[config.mk]
export PLATFORM = sky130hd
export DESIGN_NAME = khf_ram
export DESIGN_NICKNAME = d
export VERILOG_FILES = /design/src/sv/khf_ram.sv
export SDC_FILE = /design/constraint.sdc
export NUM_CORES = 1
export LEC_CHECK = 0
export ABC_AREA = 1
export BUFFER_PORTS_ARGS = -buffer_cell sky130_fd_sc_hd__buf_2
export CORE_MARGIN = 3
export CORE_UTILIZATION = 61
export DETAILED_ROUTE_END_ITERATION = 8
export GPL_ROUTABILITY_DRIVEN = 0
export PLACE_DENSITY = 0.91
export SYNTH_ARGS = -nofsm -noshare
export SYNTH_HDL_FRONTEND = slang
export SYNTH_SLANG_ARGS = --single-unit
[constraint.sdc]
create_clock -name clk -period 1.89 [get_ports clk]
set_clock_uncertainty 0.15 [all_clocks]
set_input_delay 0.378 -clock clk [delete_from_list [all_inputs] [get_ports clk]]
set_output_delay 0.378 -clock clk [all_outputs]
set_load 0.05 [all_outputs]
[src/sv/khf_ram.sv]
`default_nettype none

module khf_ram #(
    parameter int WIDTH = 8,
    parameter int DEPTH = 16,
    localparam int AW = (DEPTH > 1) ? $clog2(DEPTH) : 1
) (
    input  wire logic             clk,
    input  wire logic             we,
    input  wire logic [AW-1:0]    waddr,
    input  wire logic [WIDTH-1:0] wdata,
    input  wire logic             re,
    input  wire logic [AW-1:0]    raddr,
    output logic      [WIDTH-1:0] rdata
);

    logic [WIDTH-1:0] mem [DEPTH];

    always_ff @(posedge clk)
    begin
        if (we)
        begin
            mem[waddr] <= wdata;
        end
        if (re)
        begin
            rdata <= mem[raddr];
        end
    end

endmodule

`default_nettype wire

==> results of run 1 <==
cell families (layout without fill, tap and decap cells):
family / count (synthesis) / after routing / share of synthesized area, %
flops: 136 / 136 / 69.85
simple gates: 289 / 289 / 20.76
buf+inv: 126 / 183 / 9.394
per-stage QoR:
| stage | instance area (µm²) | power [mW] | util [%] | hold WS, ns | std cells |
|---|---|---|---|---|---|
| finish | 6829 | 7.566 | 73.56 | 0.07388 | 737 |
| global route | 6829 | 7.754 | 73.56 | 0.06154 | 737 |
| CTS | 6829 | 7.567 | 73.56 | 0.05019 | 737 |
| floorplan | 5847 | 3.766 | - | 0.3269 | 551 |
| detailed placement | 6182 | 3.941 | 66.59 | 0.5976 | 705 |
| global placement | 6182 | 3.917 | 66.59 | 0.5562 | 705 |
area by class of cell:
cell class | count | share of cell area [%]
Clock buffer | 20 | 6.229
Clock inverter | 12 | 3.243
Inverter | 102 | 5.606
Multi-Input combinational cell | 289 | 17.77
Sequential cell | 136 | 59.80
Tap cell | 129 | 2.364
Timing Repair Buffer | 49 | 4.984
synth_stat cells:
| master | n |
|---|---|
| nand2_1 | 173 |
| edfxtp_1 | 136 |
| inv_1 | 100 |
| nand3_1 | 97 |
| nor2_1 | 17 |
| buf_2 | 13 |
| buf_6 | 6 |
| buf_4 | 4 |
| inv_2 | 2 |
| nand3b_1 | 2 |
| buf_1 | 1 |
sequential cells by signal (all words and copies together), names as in the netlist:
| register | count |
|---|---|
| mem | 128 |
| rdata | 8 |
how the worst min path moves through the flow:
| stage | startpoint | endpoint | cells after the start |
|---|---|---|---|
| final | re | rdata[4] | 1 |
| after global routing | re | rdata[7] | 1 |
| after CTS | re | rdata[7] | 1 |
| after detailed placement | mem[13][2] | rdata[2] | 6 |
| after global placement | mem[10][7] | rdata[7] | 6 |
| after floorplan | wdata[0] | mem[0][0] | 0 |
per-layer routing:
layer / wire length, µm / part of all wire (%)
met2: 7411 / 51
met4: 639 / 4.4
met1: 5038 / 34
met5: 0 / 0
met3: 1557 / 11
power by group through the flow:
stage          logic (mW)  clock network, mW  registers [mW]
2_1_floorplan       0.238                  0            3.53
3_3_place_gp        0.438                  0            3.48
3_5_place_dp        0.460                  0            3.48
4_1_cts             0.475               3.67            3.42
5_1_grt             0.523               3.81            3.42
6_report            0.483               3.66            3.42
cell usage in the layout (no fill, tap or decap):
master / n
clkbuf_1: 3
inv_6: 2
edfxtp_1: 136
clkbuf_16: 16
inv_1: 100
clkbuf_8: 1
buf_2: 26
clkinvlp_4: 2
nand3_1: 97
buf_12: 3
nand2_1: 173
nand3b_1: 2
buf_4: 20
clkinv_2: 1
nor2_1: 17
bufinv_16: 6
inv_2: 2
clkinv_1: 1
==> metrics.md, run 1 <==
| Metric | Value |
|---|---|
| Gr ovfl total | 0 |
| Critical path arrival | 1.18 ns |
| Sequential group share of total power | roughly 45% |
| Vias in the first global route | 4352 |
| # rows | 35 |
| Layout area overhead | 16.80% |
| Logic gate share of total power | about 6.4% |
| DRT Wirelength | 14.65 mm |
| Largest net degree at the start of global routing | 39 |
| Multi-input logic area | ~1200 µm² |
| Core area | roughly 9300 µm² |
| Crit Reg-Reg Startpoint | mem[1][7] |
| Width of the die | 103.9 µm |
| Crit path time final | 1.705 ns |
| Syn_area_per_cell | 10.61 µm² |
| Synth top area cells | edfxtp_1 (70%), nand2_1 (11%), nand3_1 (8.3%) |
| Max IR drop VDD | 1.038 mV |
| CP Capture Type | output port |
| Worst setup endpoint | rdata[1] |
| P_int | 5.936 mW |
| Hpwl dp | slightly above 8 mm |
| All-Layer GR Usage | 28.82% |
| Post-DRT Antenna Nets | 0 |
| N_diodes | 0 |
| Met3 usage | between 7 and 8% |
| Worst r2r dst | rdata[7] |
| Met2 usage | 48.89% |
| DRC viols | 0 |
| GR Util met1 | 33.85% |
| Initial cell density of the core | 62.98% |
| Worst-path clk slew | approximately 0.060 ns |
| WL/cell | just under 20 µm |
| Endpoints failing setup | 0 |
| Htree depth | 4 |
| Routed vias/inst | 5.661 |
| Normalized max-slew margin | around 58% |
| Synth cell types | 11 |
| Clock Path Buffers | 2 |
| IO Count | 27 |
| Status | finished, final reports clean |
| Syn Inst Count | 551 |
| Fmax | 586.4 MHz |
| Vias | ~4200 |
| # fillers | 594 |
| Clock Latency Late Sink | about 0.53 ns |
| Nets | just over 600 |
| Total CTS buffers | 17 |
| Syn. warnings | 0 |
| Fraction of layout cells with a size suffix above 1 | around an eighth |
| Area leader, netlist | edfxtp_1 |
| Total Neg Setup Slack | 0 ns |
| Net Sw Power | 1.631 mW |
| Post-Syn Area | 5847 µm² |
| Synth Register Bits | about 140 |
| Max-slew violations | 0 |
| CP max stage cell | edfxtp_1 |
| Post-CTS Setup Bufs | 0 |
| DR iter-0 viols | 529 |
| CP Cell Sequence | buf_2 |
| Post-route worst setup slack | 0.1846 ns |
| Sequential cell area fraction in the yosys report | 69.85% |
| CTS Hold Buffers Added | 0 |
| Maxcap violations | 0 |
| Post-cts sizing count | 0 |
| CTS tree | yes |
| Sink Count | 136 |
| I/O Buffers | 26 |
| CP max FO | 1 |
| Hold Vio Cnt, Final | 0 |
| CP Buf/Inv Count | 1 |
| Critical Path Max Stage Delay | 0.41 ns |
| Worst Tran Pin Value | ~0.64 ns |
| Gr busiest metal | met2 |
| Die Area | ~11000 µm² |
| First-pass GRT wire length | 22.98 mm |
| Initial antenna violation count | 0 |
| R2R depth | 6 |
| Syn nets | 570 |
| Cell family with most CP delay | flip-flops |
| CP required | 1.36 ns |
| RSZ-0062 raised after global routing | no |
| CP Launch Type | flip-flop |
| Clock power frac | between 40% and 50% |
| Tcrit/Tclk final | 90.23% |
| Switching share of total power | a little over a fifth |
| Pre-antenna DRT Iters | 5 |
| Crit Path Category | flip-flop to output port |
| Synth top area share | between 60% and 70% |
| R2r setup slk | around 0.47 ns |
| Critical path depth | 1 |
| Dpl ws | 0.04059 ns |
| Pwr Density | around 1100 nW/µm² |
| Static Leak | 2.971 nW |
| Crit. Startpoint | rdata[1] |
| Root Driver | clkbuf_8 |
| Seq. cell area | approximately 4000 µm² |
| Worst hold path type | input pin to flip-flop |
| Die height | 103.9 µm |
No activity file was read; power rests on OpenSTA's default activity.
==> run 2, diff against run 1 <==
Settings changed: CORE_MARGIN 3 to unset, CORE_UTILIZATION 61 to 40, PLACE_DENSITY 0.91 to 0.68.
==> run 2 against run 1 <==
Die area up 40%; total power down 6.1%; worst hold slack better by 0.11 ns; maximum frequency up 4.2%; clock power down 12%; critical endpoint is now rdata[5]; largest cell class unchanged.
==> metrics.md, run 2 (synthesized netlist as in run 1, its figures left out) <==
| Metric | Value |
|---|---|
| R2R depth | 6 (unchanged) |
| Fmax | 610.8 MHz (+4.2%) |
| R2r setup slk | 0.57 ns (+0.10 ns) |
| Static Leak | 2.943 nW (-0.95%) |
| DRT Wirelength | 13.15 mm (-10%) |
| Layout area overhead | 16.67% |
| Cell family with most CP delay | flip-flops |
| CP Launch Type | flip-flop |
| Post-cts sizing count | 0 (unchanged) |
| Max-slew violations | 0 (unchanged) |
| Hold Startpoint | re |
| CP Cell Sequence | buf_2 |
| Crit Path Category | flip-flop to output port |
| CP max stage cell | edfxtp_1 |
| Root Driver | clkbuf_16 |
| Seq. cell area | 4084 µm² (unchanged) |
| Worst-path clk slew | 0.06 ns (about the same) |
| Worst Tran Pin Value | 0.6126 ns (-0.02379 ns) |
| Post-DRT Antenna Nets | 0 (unchanged) |
| Routed vias/inst | 4.999 (-12%) |
| I/O Buffers | 26 (unchanged) |
| First-pass GRT wire length | 20.61 mm (-10%) |
| Worst Hold End | rdata[0] |
| Top flop regs | mem: 128 flops, rdata: 8 flops |
| All-Layer GR Usage | 19.32% (-9.5 points) |
| Endpoints failing setup | 0 (unchanged) |
| Max reg flops | 128 (unchanged) |
| Post-CTS Setup Bufs | 0 (unchanged) |
| Worst hold path type | input pin to flip-flop |
| Htree depth | 4 (unchanged) |
| Core area | 14100 µm² (+52%) |
| N_diodes | 0 (unchanged) |
| CTS Hold Buffers Added | 0 (unchanged) |
| DR iter-0 viols | 449 (-15%) |
| Hold Vio Cnt, Final | 0 (unchanged) |
| Critical path depth | 1 (unchanged) |
| Status | finished, final reports clean |
| Total Neg Setup Slack | 0 ns (unchanged) |
| Critical Path Max Stage Delay | 0.40 ns (about the same) |
| # rows | 43 (+23%) |
| Multi-input logic area | 1214 µm² (unchanged) |
| DRC viols | 0 (unchanged) |
| Sink Count | 136 (unchanged) |
| Die Area | 15100 µm² (+40%) |
| Worst r2r dst | rdata[0] |
| Initial antenna violation count | 0 (unchanged) |
| Critical path arrival | 1.11 ns (-0.07 ns) |
| Top reg by flops | mem |
| Tcrit/Tclk final | 86.62% (-3.6 points) |
| IO Count | 27 (unchanged) |
| Pre-antenna DRT Iters | 5 (unchanged) |
| Clock Latency Late Sink | 0.42 ns (-0.11 ns) |
| Vias | 3934 (-5.7%) |
| Crit path time final | 1.637 ns (-0.06827 ns) |
| CP max FO | 1 (unchanged) |
| CP Buf/Inv Count | 1 (unchanged) |
| Nets | 613 (-0.16%) |
| Total CTS buffers | 17 (unchanged) |
| Largest net degree at the start of global routing | 65 (+67%) |
| Worst Hold Depth | 1 (unchanged) |
| Final instance area | 6822 µm² (-0.11%) |
| Most frequent cells in the layout | nand2_1 (173), edfxtp_1 (136), inv_1 (100) |
| Initial cell density of the core | 41.48% (-21 points) |
| WL/cell | 16.71 µm (-16%) |
| Crit Reg-Reg Startpoint | mem[13][0] |
| CTS tree | yes |
| Gr ovfl total | 0 (unchanged) |
| Pwr Density | 1042 nW/µm² (-6.0%) |
| Maxcap violations | 0 (unchanged) |
| Placed cell areas | 6251 µm² (+1.1%) |
| Normalized max-slew margin | 59.10% (+1.6 points) |
| Hpwl dp | 8.293 mm (+0.65%) |
| Fraction of layout cells with a size suffix above 1 | 12.52% (-0.47 points) |
| Vias in the first global route | 3801 (-13%) |
| Max IR drop VDD | 0.6878 mV (-34%) |
| CP required | 1.36 ns (about the same) |
| CP Capture Type | output port |
| Commonest non-fill, non-tap cell in the layout | nand2_1 |
| # fillers | 1277 (+110%) |
| Width of the die | 122.9 µm (+18%) |
| Die height | 122.9 µm (+18%) |
| Final hold slack | 0.1792 ns (+0.1053 ns) |
| Clock Path Buffers | 2 (unchanged) |
| RSZ-0062 raised after global routing | no |
-- run 2: cell types whose count changed in the layout (fill, tap and decap cells not counted), sizes merged --
cell | before | now
clkinv | 2 | 7
bufinv | 6 | 3
inv | 104 | 102
buf | 49 | 48
clkbuf | 20 | 21
clkinvlp | 2 | 1
-- run 2: through the flow --
step / power [mW] / cells / setup WS, ns / utilization, %
2_1_floorplan: 3.766 / 551 / 0.4112 / -
3_3_place_gp: 3.929 / 755 / 0.1768 / 44.35
3_5_place_dp: 3.941 / 755 / 0.1699 / 44.35
4_1_cts: 7.125 / 787 / 0.2568 / 48.39
5_1_grt: 7.300 / 787 / 0.2363 / 48.39
6_report: 7.106 / 787 / 0.2529 / 48.39
-- run 2: layer usage --
metal	part of all wire, %	GRT usage, %	wire length [µm]
met4	2.6	9.146	344
met3	7.1	4.428	940
met5	0	0	0
met2	47	30.30	6194
met1	43	25.46	5670
-- run 2: worst max-delay path by stage --
stage                     slack, ns     start          to
after floorplan                0.41  waddr[2]  mem[10][0]
after global placement         0.18  raddr[1]    rdata[0]
final                          0.25  rdata[5]    rdata[5]
after detailed placement       0.17  raddr[1]    rdata[0]
after global routing           0.24  rdata[5]    rdata[5]
after CTS                      0.26  rdata[5]    rdata[5]
-- run 2: area by class of cell --
cell class,count,share of cell area (%)
Clock inverter,11,1.908
Multi-Input combinational cell,289,17.79
Inverter,102,5.613
Timing Repair Buffer,48,5.062
Sequential cell,136,59.87
Clock buffer,21,6.456
Tap cell,180,3.302
-- run 2: where the power goes --
| part | total (mW) | switching (mW) | internal [mW] |
|---|---|---|---|
| sequential | 3.42 | 0.0196 | 3.40 |
| combinational | 0.462 | 0.334 | 0.127 |
| clock | 3.22 | 1.18 | 2.05 |
==> run 3, diff against run 2 <==
--- a/config.mk
+++ b/config.mk
@@ -9,2 +9,3 @@
 export BUFFER_PORTS_ARGS = -buffer_cell sky130_fd_sc_hd__buf_2
+export CORE_MARGIN = 3
 export CORE_UTILIZATION = 40
@@ -12,2 +13,3 @@
 export GPL_ROUTABILITY_DRIVEN = 0
+export GPL_TIMING_DRIVEN = 0
 export PLACE_DENSITY = 0.68
--- a/constraint.sdc
+++ b/constraint.sdc
@@ -4,2 +4,2 @@
 set_output_delay 0.378 -clock clk [all_outputs]
-set_load 0.05 [all_outputs]
+set_load 0.01 [all_outputs]
==> run 3 against run 2 <==
Sequential share of layout area is 0.50 points higher; flip-flop and latch count stayed put; worst hold slack worse by 0.039 ns.
==> metrics.md, run 3 (synthesized netlist as in run 1, its figures left out) <==
| Metric | Value |
|---|---|
| Clock Path Buffers | 2 (unchanged) |
| Clock Latency Late Sink | 0.42 ns (about the same) |
| Gr ovfl total | 0 (unchanged) |
| Tcrit/Tclk final | 84.42% (-2.2 points) |
| Maxcap violations | 0 (unchanged) |
| DR iter-0 viols | 470 (+4.7%) |
| GR Util met1 | 24.93% (-0.53 points) |
| N_diodes | 0 (unchanged) |
| Crit Path Category | input pin to flip-flop |
| DRC viols | 0 (unchanged) |
| Fraction of layout cells with a size suffix above 1 | 13.04% (+0.52 points) |
| Top flop regs | mem: 128 flops, rdata: 8 flops |
| Commonest non-fill, non-tap cell in the layout | nand2_1 |
| Static Leak | 2.899 nW (-1.5%) |
| CTS tree | yes |
| Post-cts sizing count | 0 (unchanged) |
| Met2 usage | 26.62% (-3.7 points) |
| Max IR drop VDD | 0.6294 mV (-8.5%) |
| Die Area | 16100 µm² (+6.6%) |
| Sink Count | 136 (unchanged) |
| Status | finished, final reports clean |
| CP Cell Sequence | buf_2, nand3b_1, nor2_1 |
| Met3 usage | 3.789% (-0.64 points) |
| I/O Buffers | 23 (-12%) |
| Cell family with most CP delay | simple AND/OR/NAND/NOR gates |
| Vias | 3957 (+0.58%) |
| IO Count | 27 (unchanged) |
| # fillers | 1253 (-1.9%) |
| WL/cell | 17.37 µm (+3.9%) |
| Worst Tran Pin Value | 0.9584 ns (+0.3459 ns) |
| Worst hold path type | input pin to flip-flop |
| Top reg by flops | mem |
| DRT Wirelength | 13.65 mm (+3.8%) |
| Width of the die | 126.9 µm (+3.3%) |
| Normalized max-slew margin | 35.87% (-23 points) |
| Post-DRT Antenna Nets | 0 (unchanged) |
| Core area | 14100 µm² (unchanged) |
| Total Neg Setup Slack | 0 ns (unchanged) |
| Fmax | 626.8 MHz (+2.6%) |
| Post-CTS Setup Bufs | 0 (unchanged) |
| Hpwl dp | 8.931 mm (+7.7%) |
| Vias in the first global route | 3856 (+1.4%) |
| Routed vias/inst | 5.034 (+0.71%) |
| Most frequent cells in the layout | nand2_1 (173), edfxtp_1 (136), inv_1 (100) |
| RSZ-0062 raised after global routing | no |
| # rows | 43 (unchanged) |
| Gr busiest metal | met2 |
| Final hold slack | 0.1402 ns (-0.03896 ns) |
| CP required | 1.78 ns (+0.42 ns) |
| Root Driver | clkbuf_16 |
| Worst-path clk slew | 0.06 ns (about the same) |
| Pwr Density | 1046 nW/µm² (+0.47%) |
| CP Capture Type | flip-flop |
| All-Layer GR Usage | 17.77% (-1.5 points) |
| Max-slew violations | 0 (unchanged) |
| CP max FO | 8 (+7) |
| Largest net degree at the start of global routing | 17 (-74%) |
| First-pass GRT wire length | 21.15 mm (+2.6%) |
| Hold Vio Cnt, Final | 0 (unchanged) |
| Critical Path Max Stage Delay | 0.76 ns (+0.36 ns) |
| CTS Hold Buffers Added | 0 (unchanged) |
| Die height | 126.9 µm (+3.3%) |
| CP max stage cell | nor2_1 |
| CP Buf/Inv Count | 1 (unchanged) |
| Initial cell density of the core | 41.48% (unchanged) |
| Endpoints failing setup | 0 (unchanged) |
| Crit path time final | 1.595 ns (-0.04166 ns) |
| Dpl ws | -0.1403 ns (-0.3102 ns) |
| CP Launch Type | input pin |
| Layout area overhead | 15.71% |
| Critical path arrival | 1.48 ns (+0.37 ns) |
| Pre-antenna DRT Iters | 7 (+2) |
| Post-route worst setup slack | 0.2945 ns (+0.04166 ns) |
| Total CTS buffers | 17 (unchanged) |
| Max reg flops | 128 (unchanged) |
| Initial antenna violation count | 0 (unchanged) |
| Htree depth | 4 (unchanged) |
| Nets | 612 (-0.16%) |
## run 3: cell type report
cell class                 count  area, µm²  area share [%]
tap                          180      225.2           3.329
buffer                        24      166.4           2.460
multi-input combinational    289       1214           17.94
sequential                   136       4084           60.37
clock buffer                  17      425.4           6.288
clock inverter                15      152.6           2.256
inverter                     102      382.9           5.659
timing repair buffer          23      115.1           1.701
## run 3: power breakdown
group | total, mW | switching [mW] | internal, mW | leakage (nW)
Sequential | 3.41 | 0.0156 | 3.40 | 1.24
Combinational | 0.437 | 0.310 | 0.127 | 1.39
Clock | 3.23 | 1.29 | 1.94 | 0.273
Total | 7.08 | 1.61 | 5.47 | 2.90
## run 3: final timing paths
kind              startpoint         to  slack, ns  cells after the start
setup / recovery    waddr[3]  mem[4][2]       0.29                      3
setup reg to reg   mem[3][5]   rdata[5]       0.58                      6
hold reg to reg   mem[13][5]   rdata[5]       0.64                      6
hold / removal            re   rdata[6]       0.14                      1
## run 3: worst register-to-register path: cells and delay by family (launching register included)
| kind | cells | cell delay, ns |
|---|---|---|
| flops | 1 | 0.35 |
| simple gates | 6 | 0.56 |
## run 3: per-layer routing
metal  vias up  share of wire (%)
met5         -                  0
met4         0                2.2
met3        22                8.5
met2       203                 44
met1      1860                 45
li1       1872                  -
## run 3: per-stage QoR
step	power (mW)	utilization (%)	instances	cell area, µm²
2_1_floorplan	3.722	-	551	5847
3_3_place_gp	3.896	43.89	754	6187
3_5_place_dp	3.906	43.89	754	6187
4_1_cts	7.101	47.99	786	6765
5_1_grt	7.292	47.99	786	6765
6_report	7.080	47.99	786	6765
